**config.mk**
```make
export PLATFORM = sky130hd
export DESIGN_NAME = motion_segment_completion_check_core_flat
export DESIGN_NICKNAME = d
export VERILOG_FILES = /design/src/msc_pkg.sv /design/src/msc_if.sv /design/src/motion_segment_completion_check_core.sv /design/src/flat_wrapper.sv
export SDC_FILE = /design/constraint.sdc
export NUM_CORES = 2
export LEC_CHECK = 0
export BUFFER_PORTS_ARGS = -buffer_cell sky130_fd_sc_hd__buf_4
export CELL_PAD_IN_SITES_DETAIL_PLACEMENT = 0
export CELL_PAD_IN_SITES_GLOBAL_PLACEMENT = 1
export CORE_MARGIN = 2
export CORE_UTILIZATION = 50
export DETAILED_ROUTE_END_ITERATION = 6
export PLACE_DENSITY = 0.85
export SLEW_MARGIN = 40
export SYNTH_ARGS = -nofsm -noshare
export SYNTH_HDL_FRONTEND = slang
export SYNTH_SLANG_ARGS = --single-unit
```
**constraint.sdc**
```tcl
create_clock -name clk -period 29.7 [get_ports clk]
set_clock_uncertainty 0.15 [all_clocks]
set_input_delay 1.485 -clock clk [delete_from_list [all_inputs] [get_ports clk]]
set_output_delay 1.485 -clock clk [all_outputs]
set_load 0.05 [all_outputs]
```
**src/msc_pkg.sv**
```systemverilog
// ----------------------------------------------------------------------------
// msc_pkg
// Types, codes and helpers of the segment completion check.
// ----------------------------------------------------------------------------
package msc_pkg;

	localparam int unsigned CFG_IDX_W  = 3;
	localparam int unsigned CFG_DATA_W = 32;
	localparam int unsigned EXT_W      = 34;

	localparam logic [30:0] UNIT_ONE = 31'd65536;

	typedef enum logic [2:0] {
		MODE_POSITION = 3'd0,
		MODE_TIME     = 3'd1,
		MODE_PRESSURE = 3'd2,
		MODE_FLOW     = 3'd3,
		MODE_MANUAL   = 3'd4
	} end_mode_t;

	typedef enum logic [1:0] {
		DIR_EXTEND  = 2'd0,
		DIR_RETRACT = 2'd1,
		DIR_WINDOW  = 2'd2
	} move_dir_t;

	localparam logic [CFG_IDX_W-1:0] REG_END_MODE     = 3'd0;
	localparam logic [CFG_IDX_W-1:0] REG_MOVE_DIR     = 3'd1;
	localparam logic [CFG_IDX_W-1:0] REG_TARGET       = 3'd2;
	localparam logic [CFG_IDX_W-1:0] REG_BAND_TOL     = 3'd3;
	localparam logic [CFG_IDX_W-1:0] REG_STABLE_LIMIT = 3'd4;
	localparam logic [CFG_IDX_W-1:0] REG_SPEED_TOL    = 3'd5;
	localparam logic [CFG_IDX_W-1:0] REG_DWELL_TICKS  = 3'd6;
	localparam logic [CFG_IDX_W-1:0] REG_RUN_DURATION = 3'd7;

	typedef struct packed {
		logic signed [31:0] axis_position;
		logic signed [31:0] axis_speed;
		logic signed [31:0] axis_pressure;
		logic signed [31:0] axis_flow;
		logic signed [31:0] speed_ref;
		logic signed [31:0] pressure_ref;
		logic signed [31:0] flow_ref;
		logic        [31:0] elapsed_ticks;
		logic        [31:0] sample_time;
		logic               track_dwell;
	} sample_t;

	typedef struct packed {
		logic segment_done;
	} result_t;

	function automatic logic signed [EXT_W-1:0] sext(input logic signed [31:0] v);
		return {{(EXT_W-32){v[31]}}, v};
	endfunction

	function automatic logic [EXT_W-1:0] mag(input logic signed [EXT_W-1:0] v);
		return v[EXT_W-1] ? EXT_W'(-v) : EXT_W'(v);
	endfunction

endpackage

```
**src/msc_if.sv**
```systemverilog
// ----------------------------------------------------------------------------
// msc_if
// Valid/ready channels for samples and results.
// ----------------------------------------------------------------------------
interface msc_sample_if;
	logic              valid;
	logic              ready;
	msc_pkg::sample_t  data;

	modport source (output valid, output data, input ready);
	modport sink   (input valid, input data, output ready);
endinterface

interface msc_result_if;
	logic              valid;
	logic              ready;
	msc_pkg::result_t  data;

	modport source (output valid, output data, input ready);
	modport sink   (input valid, input data, output ready);
endinterface

```
**src/motion_segment_completion_check_core.sv**
```systemverilog
// ----------------------------------------------------------------------------
// motion_segment_completion_check_core
// End-of-segment detector for a hydraulic axis, one result per sample.
//
// Channel   Direction  Payload
// sample    in         position, speed, pressure, flow, refs, times, track
// result    out        segment_done
// cfg       in         write enable, register index, write data
//
// One item per cycle sustained while results are taken; each item passes
// the input register, the compare logic and the result register in turn.
// Reset clears the dwell state and loads the register defaults.
// A stalled result holds its register; the input stage keeps accepting
// while the result register is free or being taken.
// ----------------------------------------------------------------------------
module motion_segment_completion_check_core (
	input  logic                              clk,
	input  logic                              arst_n,
	input  logic                              cfg_we,
	input  logic [msc_pkg::CFG_IDX_W-1:0]     cfg_index,
	input  logic [msc_pkg::CFG_DATA_W-1:0]    cfg_data,
	msc_sample_if.sink                        sample,
	msc_result_if.source                      result
);
	import msc_pkg::*;

	end_mode_t          mode_q;
	move_dir_t          dir_q;
	logic signed [31:0] target_q;
	logic        [30:0] band_tol_q;
	logic        [30:0] stable_lim_q;
	logic        [30:0] speed_tol_q;
	logic        [31:0] dwell_ticks_q;
	logic        [31:0] run_dur_q;

	logic               dwell_armed_q;
	logic        [31:0] dwell_start_q;

	logic               valid_s1;
	sample_t            item_s1;
	logic               out_valid_q;
	logic               done_q;

	logic               advance;
	logic               raw_c;
	logic               over_c;
	logic               done_c;
	logic               arm_c;
	logic               disarm_c;

	logic signed [EXT_W-1:0] pos_x, spd_x, prs_x, flw_x, sref_x, pref_x, fref_x;
	logic signed [EXT_W-1:0] tgt_x, tol_x, ref_p, ref_f, flow_diff;
	logic        [EXT_W-1:0] settle_x, stable_x;
	logic        [31:0]      dwell_el;

	always_ff @(posedge clk or negedge arst_n) begin
		if (!arst_n) begin
			mode_q        <= MODE_MANUAL;
			dir_q         <= DIR_WINDOW;
			target_q      <= '0;
			band_tol_q    <= '0;
			stable_lim_q  <= '0;
			speed_tol_q   <= '0;
			dwell_ticks_q <= '0;
			run_dur_q     <= '0;
		end else if (cfg_we) begin
			case (cfg_index)
				REG_END_MODE:     mode_q        <= end_mode_t'(cfg_data[2:0]);
				REG_MOVE_DIR:     dir_q         <= move_dir_t'(cfg_data[1:0]);
				REG_TARGET:       target_q      <= $signed(cfg_data);
				REG_BAND_TOL:     band_tol_q    <= cfg_data[30:0];
				REG_STABLE_LIMIT: stable_lim_q  <= cfg_data[30:0];
				REG_SPEED_TOL:    speed_tol_q   <= cfg_data[30:0];
				REG_DWELL_TICKS:  dwell_ticks_q <= cfg_data;
				REG_RUN_DURATION: run_dur_q     <= cfg_data;
				default: ;
			endcase
		end
	end

	assign advance      = valid_s1 && (!out_valid_q || result.ready);
	assign sample.ready = !valid_s1 || advance;

	always_ff @(posedge clk or negedge arst_n) begin
		if (!arst_n) begin
			valid_s1 <= 1'b0;
		end else if (sample.ready) begin
			valid_s1 <= sample.valid;
		end
	end

	always_ff @(posedge clk) begin
		if (sample.valid && sample.ready) begin
			item_s1 <= sample.data;
		end
	end

	always_comb begin
		pos_x  = sext(item_s1.axis_position);
		spd_x  = sext(item_s1.axis_speed);
		prs_x  = sext(item_s1.axis_pressure);
		flw_x  = sext(item_s1.axis_flow);
		sref_x = sext(item_s1.speed_ref);
		pref_x = sext(item_s1.pressure_ref);
		fref_x = sext(item_s1.flow_ref);
		tgt_x  = sext(target_q);
		tol_x  = $signed({{(EXT_W-31){1'b0}}, band_tol_q});
		stable_x = {{(EXT_W-31){1'b0}}, stable_lim_q};
		if (stable_lim_q != '0) begin
			settle_x = stable_x;
		end else if (speed_tol_q != '0) begin
			settle_x = {{(EXT_W-31){1'b0}}, speed_tol_q};
		end else begin
			settle_x = {{(EXT_W-31){1'b0}}, UNIT_ONE};
		end
		ref_p = (pref_x > 0) ? pref_x : tgt_x;
		ref_f = (fref_x > 0) ? fref_x : tgt_x;
		flow_diff = $signed(mag(flw_x)) - $signed(mag(ref_f));
		raw_c = 1'b0;
		case (mode_q)
			MODE_POSITION: begin
				case (dir_q)
					DIR_EXTEND:  raw_c = pos_x >= (tgt_x - tol_x);
					DIR_RETRACT: raw_c = pos_x <= (tgt_x + tol_x);
					default:     raw_c = mag(pos_x - tgt_x) <= EXT_W'(tol_x);
				endcase
				raw_c = raw_c && (mag(sref_x) <= settle_x) && (mag(spd_x) <= settle_x);
			end
			MODE_TIME:     raw_c = item_s1.elapsed_ticks >= run_dur_q;
			MODE_PRESSURE: raw_c = mag(prs_x - ref_p) <= EXT_W'(tol_x);
			MODE_FLOW:     raw_c = mag(flow_diff) <= EXT_W'(tol_x);
			default:       raw_c = 1'b0;
		endcase
		over_c   = (stable_lim_q != '0) && (mag(spd_x) > stable_x);
		dwell_el = item_s1.sample_time - dwell_start_q;
		done_c   = 1'b0;
		arm_c    = 1'b0;
		disarm_c = 1'b0;
		if (!raw_c || over_c) begin
			disarm_c = item_s1.track_dwell;
		end else if (dwell_ticks_q == '0 || !item_s1.track_dwell) begin
			done_c = 1'b1;
		end else if (!dwell_armed_q) begin
			arm_c = 1'b1;
		end else begin
			done_c = dwell_el >= dwell_ticks_q;
		end
	end

	always_ff @(posedge clk or negedge arst_n) begin
		if (!arst_n) begin
			dwell_armed_q <= 1'b0;
			dwell_start_q <= '0;
		end else if (advance) begin
			if (arm_c) begin
				dwell_armed_q <= 1'b1;
				dwell_start_q <= item_s1.sample_time;
			end else if (disarm_c) begin
				dwell_armed_q <= 1'b0;
			end
		end
	end

	always_ff @(posedge clk or negedge arst_n) begin
		if (!arst_n) begin
			out_valid_q <= 1'b0;
		end else if (advance) begin
			out_valid_q <= 1'b1;
		end else if (result.ready) begin
			out_valid_q <= 1'b0;
		end
	end

	always_ff @(posedge clk) begin
		if (advance) begin
			done_q <= done_c;
		end
	end

	assign result.valid             = out_valid_q;
	assign result.data.segment_done = done_q;

	a_free_out_ready: assert property (@(posedge clk) disable iff (!arst_n)
		!out_valid_q |-> sample.ready)
		else $error("input stalled with free result register");

	a_held_stage: assert property (@(posedge clk) disable iff (!arst_n)
		valid_s1 && !advance |=> valid_s1)
		else $error("stalled item dropped");

	a_dwell_done_armed: assert property (@(posedge clk) disable iff (!arst_n)
		advance && done_c && item_s1.track_dwell && dwell_ticks_q != '0 |-> dwell_armed_q)
		else $error("dwell completion without armed window");

	a_arm_on_advance: assert property (@(posedge clk) disable iff (!arst_n)
		$rose(dwell_armed_q) |-> $past(advance))
		else $error("dwell armed without item");

	a_done_mode: assert property (@(posedge clk) disable iff (!arst_n)
		advance && done_c |-> (mode_q == MODE_POSITION || mode_q == MODE_TIME ||
			mode_q == MODE_PRESSURE || mode_q == MODE_FLOW))
		else $error("completion in a non-completing mode");

endmodule
```
**src/flat_wrapper.sv**
```systemverilog
// flat-port wrapper written by rule: the top's interface ports become plain ports
module motion_segment_completion_check_core_flat import msc_pkg::*;
  (clk, arst_n, cfg_we, cfg_index, cfg_data, sample_valid, sample_data, sample_ready, result_valid, result_data, result_ready);
  msc_sample_if sample_i ();
  msc_result_if result_i ();
  input  logic clk;
  input  logic arst_n;
  input  logic cfg_we;
  input  logic [msc_pkg::CFG_IDX_W-1:0] cfg_index;
  input  logic [msc_pkg::CFG_DATA_W-1:0] cfg_data;
  input wire logic [$bits(sample_i.valid)-1:0] sample_valid;
  input wire logic [$bits(sample_i.data)-1:0] sample_data;
  output wire logic [$bits(sample_i.ready)-1:0] sample_ready;
  output wire logic [$bits(result_i.valid)-1:0] result_valid;
  output wire logic [$bits(result_i.data)-1:0] result_data;
  input wire logic [$bits(result_i.ready)-1:0] result_ready;
  assign sample_i.valid = sample_valid;
  assign sample_i.data = sample_data;
  assign sample_ready = sample_i.ready;
  assign result_valid = result_i.valid;
  assign result_data = result_i.data;
  assign result_i.ready = result_ready;
  motion_segment_completion_check_core u_core (.clk(clk), .arst_n(arst_n), .cfg_we(cfg_we), .cfg_index(cfg_index), .cfg_data(cfg_data), .sample(sample_i), .result(result_i));
endmodule
```
**After elaboration in Yosys (flattened, before gate mapping)**

Cells that the tools add are included.

- Bits in registers: 519
- Memory bits (writable): 0
- Bits in read-only memories: 0
- Memories: 0
- Latch bits: 0
- Output and inout port bits: 3
- Bits of input ports: 329
- Logic and storage cells: 114

- Bitwise logic cells: 0
- Div/mod/pow operators: 0
- $add $sub $neg: 13
- $lt $le $gt $ge: 12
- Reductions and logical operators: 31
- Equal/unequal tests: 11
- Muxes and demuxes: 24
- $mul: 0
- Shift operators: 0

Operators by type and width:

| operator | count |
|---|---|
| $mux 34 | 10 |
| $neg 34->34 | 4 |
| $le 34x31->1 | 3 |
| $neg 32->34 | 3 |
| $le 34x34->1 | 2 |
| $sub 32x32->33 | 2 |
| $ge 32x32->1 | 2 |
| $gt 32x1->1 const B | 2 |
| $reduce_bool 31->1 | 2 |
| $gt 34x31->1 | 1 |
| $sub 32x34->34 | 1 |
| $sub 34x34->34 | 1 |
| $add 32x32->33 | 1 |
| $ge 32x33->1 | 1 |
| $le 32x33->1 | 1 |
| $logic_not 32->1 | 1 |
| $sub 32x32->32 | 1 |
| $mux 31 | 1 |
| $reduce_and 2->1 | 10 |
| $eq 3x2->1 const B | 4 |
| $eq 3x3->1 const B | 4 |
| $mux 1 | 11 |
| $eq 3x1->1 const B | 2 |
| $logic_not 3->1 | 2 |
| other kinds (8) | 19 |

**Logic depth before layout (Yosys ltp)**

- Depth in word-level cells: 14
- Depth in mapped cells: 44
- Gate-level depth less buffers: 41

**Least setup slack after synthesis**

No wires, ideal clock.

- Kind: input to register
- Start point: input result_ready
- End point: register u_core.item_s1, in the netlist u_core.flw_x[0], enable pin
- Required time: 28.864 ns
- Path slack: 20.312 ns
- Path buffers: 0
- Library setup time: 0.686 ns
- Arrival time: 8.552 ns
- Cell stages on the path: 2
- Path through: nand3b_1 > and2_1

- Longest elaborated chain between the ends: 4

Ends and longest elaborated chain:

| item | line | RTL |
|---|---|---|
| start, declared | flat_wrapper.sv:16 | `input wire logic [$bits(result_i.ready)-1:0] result_ready;` |
| $logic_or 1x1->1 | motion_segment_completion_check_core.sv:81 | `assign advance = valid_s1 && (!out_valid_q \|\| result.ready);` |
| $logic_and 1x1->1 | motion_segment_completion_check_core.sv:81 |  |
| $logic_or 1x1->1 | motion_segment_completion_check_core.sv:82 | `assign sample.ready = !valid_s1 \|\| advance;` |
| $logic_and 1x1->1 | motion_segment_completion_check_core.sv:93 | `if (sample.valid && sample.ready) begin` |
| end signal, assigned | motion_segment_completion_check_core.sv:94 | `item_s1 <= sample.data;` |
| end, declared | motion_segment_completion_check_core.sv:40 | `sample_t item_s1;` |

No other way between the ends.
A chain may end at the register's enable or synchronous reset.

**Final worst setup path**

- Start point: register u_core.item_s1, in the netlist u_core.fref_x[22]
- End point: register u_core.dwell_start_q[31]

- Longest elaborated chain between the ends: 13

Ends and longest elaborated chain:

| item | line | RTL |
|---|---|---|
| $gt 32x1->1 | motion_segment_completion_check_core.sv:117 | `ref_f = (fref_x > 0) ? fref_x : tgt_x;` |
| $mux 34 (*) | motion_segment_completion_check_core.sv:117 |  |
| $neg 34->34 | msc_pkg.sv:58 | `return v[EXT_W-1] ? EXT_W'(-v) : EXT_W'(v);` |
| $mux 34 (*) | msc_pkg.sv:58 |  |
| $sub 34x34->34 (*) | motion_segment_completion_check_core.sv:118 | `flow_diff = $signed(mag(flw_x)) - $signed(mag(ref_f));` |
| $neg 34->34 | msc_pkg.sv:58 |  |
| $mux 34 (*) | msc_pkg.sv:58 |  |
| $le 34x31->1 (*) | motion_segment_completion_check_core.sv:131 | `MODE_FLOW: raw_c = mag(flow_diff) <= EXT_W'(tol_x);` |
| $pmux 1 s4 (*) | motion_segment_completion_check_core.sv:120 | `case (mode_q)` |
| $logic_not 1->1 (*) | motion_segment_completion_check_core.sv:139 | `if (!raw_c \|\| over_c) begin` |
| $logic_or 1x1->1 (*) | motion_segment_completion_check_core.sv:139 |  |
| $mux 1 (*) | motion_segment_completion_check_core.sv:139 |  |
| $reduce_and 2->1 (no source line) (*) | n/a |  |
| end signal, assigned | motion_segment_completion_check_core.sv:157 | `dwell_start_q <= item_s1.sample_time;` |
| end, declared | motion_segment_completion_check_core.sv:37 | `logic [31:0] dwell_start_q;` |

Mark *: on every way between the ends. The rest lies on a longest branch, timed or not.

==> run_results.csv <==
group,metric,value,unit
clocking,clock_latency,0.67,ns
floorplanning,dieArea,0.0836,mm^2
synthesis,synthTopCellsByArea,"edfxtp_1, ha_1, dfrtp_1",
synthesis,synth-main-ff-cell,"edfxtp_1",
synthesis,syn-num-nets,5081,
global_route,antenna_found_initial,9,
setup_path,cp_data_required_time,30.10,ns
synthesis,synth_top_area_share,21.4,%
timing,slew_viol_final,0,
synthesis,synth_common_cells,"ha_1, a21oi_1, o21ai_0",
power_and_ir_drop,p_per_area,78.8,mW/mm^2
global_route,grt_pass1_vias,32100,
setup_path,cp.arrival,12.03,ns
route,vias_per_cell,5.91,
clocking,cts_resized,0,
timing,max_freq,0.0860,GHz
run,maxCapViolations,0,
floorplanning,die_y,289,um
synthesis,yosys_warnings,0,
floorplanning,rows,104,
floorplanning,dieWidth,289,um
setup_path,ff2ff_setup_slack,18.07,ns
status,status,"completed",
synthesis,ys_seq_elements,519,
clocking,cts_tree,"done",
clocking,cts_buffers,61,
finish,fin_nets,5390,
finish,area_growth,14.2,%
synthesis,synth_seq_area_share,35.5,%
power_and_ir_drop,ir_drop,0.0587,mV
setup_path,slowest_stage,"buf_4",
floorplanning,io_pins,332,
synthesis,yosys.area.top_type,"edfxtp_1",
timing,fin_crit,11.63,ns
setup_path,start_kind,"flip-flop",
setup_path,endpoint_kind,"flip-flop",
power_and_ir_drop,static-leakage-power,19.8,nW
min_path,min_path_type,"reg2reg",
global_route,grt_max_degree,87,
finish,layout-drive-gt1-share,14.8,%
synthesis,yosysUniqueCellTypes,92,
global_route,grtUsageTotal,28.9,%
clocking,clk_pin_slew,0.06,ns
clocking,postCtsSetupBuffers,0,
global_route,grt_pass1_wl,185000,um
synthesis,synth_area_per_cell,9.61,um^2
global_route,gr-total-overflow,0,
floorplanning,core,0.0805,mm^2
setup_path,crit_fanout,86,
setup_path,worstReg2RegEnd,"u_core.dwell_start_q[31]",
placed_design,port_buffers,331,
clocking,cts_max_path_buffers,3,
clocking,cts_root_buf,"clkbuf_16",
timing,layout_worst_path_cycle_share,39.2,%
route,wl_per_cell,21.8,um
placed_design,dp_hpwl,96800,um
timing,tightest_slew,0.881,ns
timing,rsz0062_at_grt,"no",
setup_path,max_stage_delay,0.68,ns
route,finalWirelength,123000,um
synthesis,synth-async-reset-ratio,44.1,%
setup_path,crit_path_end,"u_core.dwell_start_q[31]",
timing,relSlewSlack,40.4,%
timing,hold_violations,0,
route,num_vias,33400,
route,drt.antenna.violating_nets,0,
synthesis,synthesis.area,0.0407,mm^2
clocking,cts_sinks,519,
setup_path,startpoint,"u_core.fref_x[22]",
synthesis,synth.most_common_cell,"ha_1",
route,firstDrtPassIters,6,
clocking,hold_buffers,0,
route,drtIter0Drc,2239,
route,drc,0,
timing,timing.setup.tns,0,ns
synthesis,syn_inst,4232,
synthesis,synth_edf_count,290,
setup_path,r2r_cells,38,
placed_design,place.gp.congestion,0.947,
timing,setup_violations,0,
timing,whs,0.336,ns
floorplanning,start_util,50.5,%
setup_path,r2r_start,"u_core.fref_x[22]",
clocking,cts_max_level,2,
setup_path,critPathKind,"reg2reg",
## logic make-up after synthesis
logic type / synth area share, %
DFF: 35.5
other: 0.0185
buffers and inverters: 3.78
and+or+nand+nor: 13.8
muxes: 6.04
adders and majority gates: 16.1
AOI/OAI and AO/OA: 17.3
xor gates and xnor gates: 7.45
## worst min path at each step
| stage | startpoint | end | slack (ns) | depth (start not counted) |
|---|---|---|---|---|
| global placement | u_core.valid_s1 | u_core.result.valid | 0.32 | 1 |
| finish | u_core.valid_s1 | u_core.result.valid | 0.34 | 1 |
| detailed placement | u_core.valid_s1 | u_core.result.valid | 0.32 | 1 |
| floorplan | u_core.item_s1[0] | u_core.dwell_armed_q | 0.27 | 1 |
| global route | u_core.valid_s1 | u_core.result.valid | 0.37 | 1 |
| CTS | u_core.valid_s1 | u_core.result.valid | 0.34 | 1 |
## through the flow
step                worst slack [ns]  cells  instance area [um^2]  util [%]  power (mW)
floorplan                      20.31   4232                 40700         -        2.36
global placement               18.28   5534                 44200      54.9        2.81
detailed placement             18.37   5534                 44300      54.9        2.84
CTS                            18.32   5649                 46400      57.6        3.66
global route                   17.23   5654                 46400      57.7        3.95
finish                         18.07   5655                 46400      57.7        3.66
## worst max-delay path: cells and delay by family (launching register included)
| family | cells | cell delay [ns] |
|---|---|---|
| multiplexers | 3 | 0.77 |
| buffers and inverters | 1 | 0.68 |
| adder cells (fa/ha/maj) | 2 | 0.64 |
| flip-flops | 1 | 0.42 |
| AO/OA/AOI/OAI | 15 | 4.70 |
| XOR/XNOR | 2 | 0.34 |
| AND/OR/NAND/NOR | 15 | 3.77 |
## cell usage in the layout, fill, tap and decap left out, types with 12 or more instances in the layout
master       n
a211oi_1    32
and2_1      18
or2_2       24
buf_4      348
nor3_1      67
o211ai_1    18
xor2_1      75
nand3_1     83
xnor2_1    271
a2111oi_0   12
clkbuf_1    15
a21o_1     115
nor4_1      60
and3_1      28
o21bai_1    39
inv_1      288
nand2_1    284
clkbuf_16   63
a21oi_1    320
ha_1       514
o21a_1      32
nor2_1     255
mux2_4      30
nand4_1     79
mux2_2     140
mux2i_1     43
or4_1       18
o21ai_0    306
nand2b_1    61
dfrtp_1    227
o31ai_1     49
or3_1       34
o41ai_1     20
edfxtp_1   290
nor2b_1     44
a31oi_1     45
## flip-flops by register name (all words and copies together), names as in the netlist
name,flops
u_core.dir_q,2
u_core.run_dur_q,32
u_core.speed_tol_q,31
u_core.band_tol_q,31
u_core.result.valid,1
u_core.dwell_ticks_q,32
u_core.valid_s1,1
u_core.fref_x,32
u_core.dwell_armed_q,1
u_core.stable_lim_q,31
u_core.item_s1,225
u_core.flw_x,32
u_core.result.data,1
u_core.dwell_start_q,32
u_core.mode_q,3
u_core.target_q,32
## metal layers
layer  part of all wire, %  track usage, %  wire (um)  vias up
met5                 0.058               0         72        -
met4                   3.8            10.8       4690       10
met3                   5.5            3.50       6730      223
met2                    48            49.1      59000      998
met1                    43            37.9      52800    15900
li1                      -               -          -    16300
## cell type report
type,count,area [um^2]
clock buffer,79,1650
tap,1060,1330
antenna,2,5.00
timing repair buffer,356,2710
fill,7065,34100
sequential,519,14400
inverter,288,1080
clock inverter,36,475
multi-input combinational,3315,24800
## report_power, final
| group | internal (mW) | switching, mW |
|---|---|---|
| Combinational | 0.816 | 1.06 |
| Clock | 0.471 | 0.325 |
| Sequential | 0.871 | 0.111 |
(Power assumes the default switching activity.)
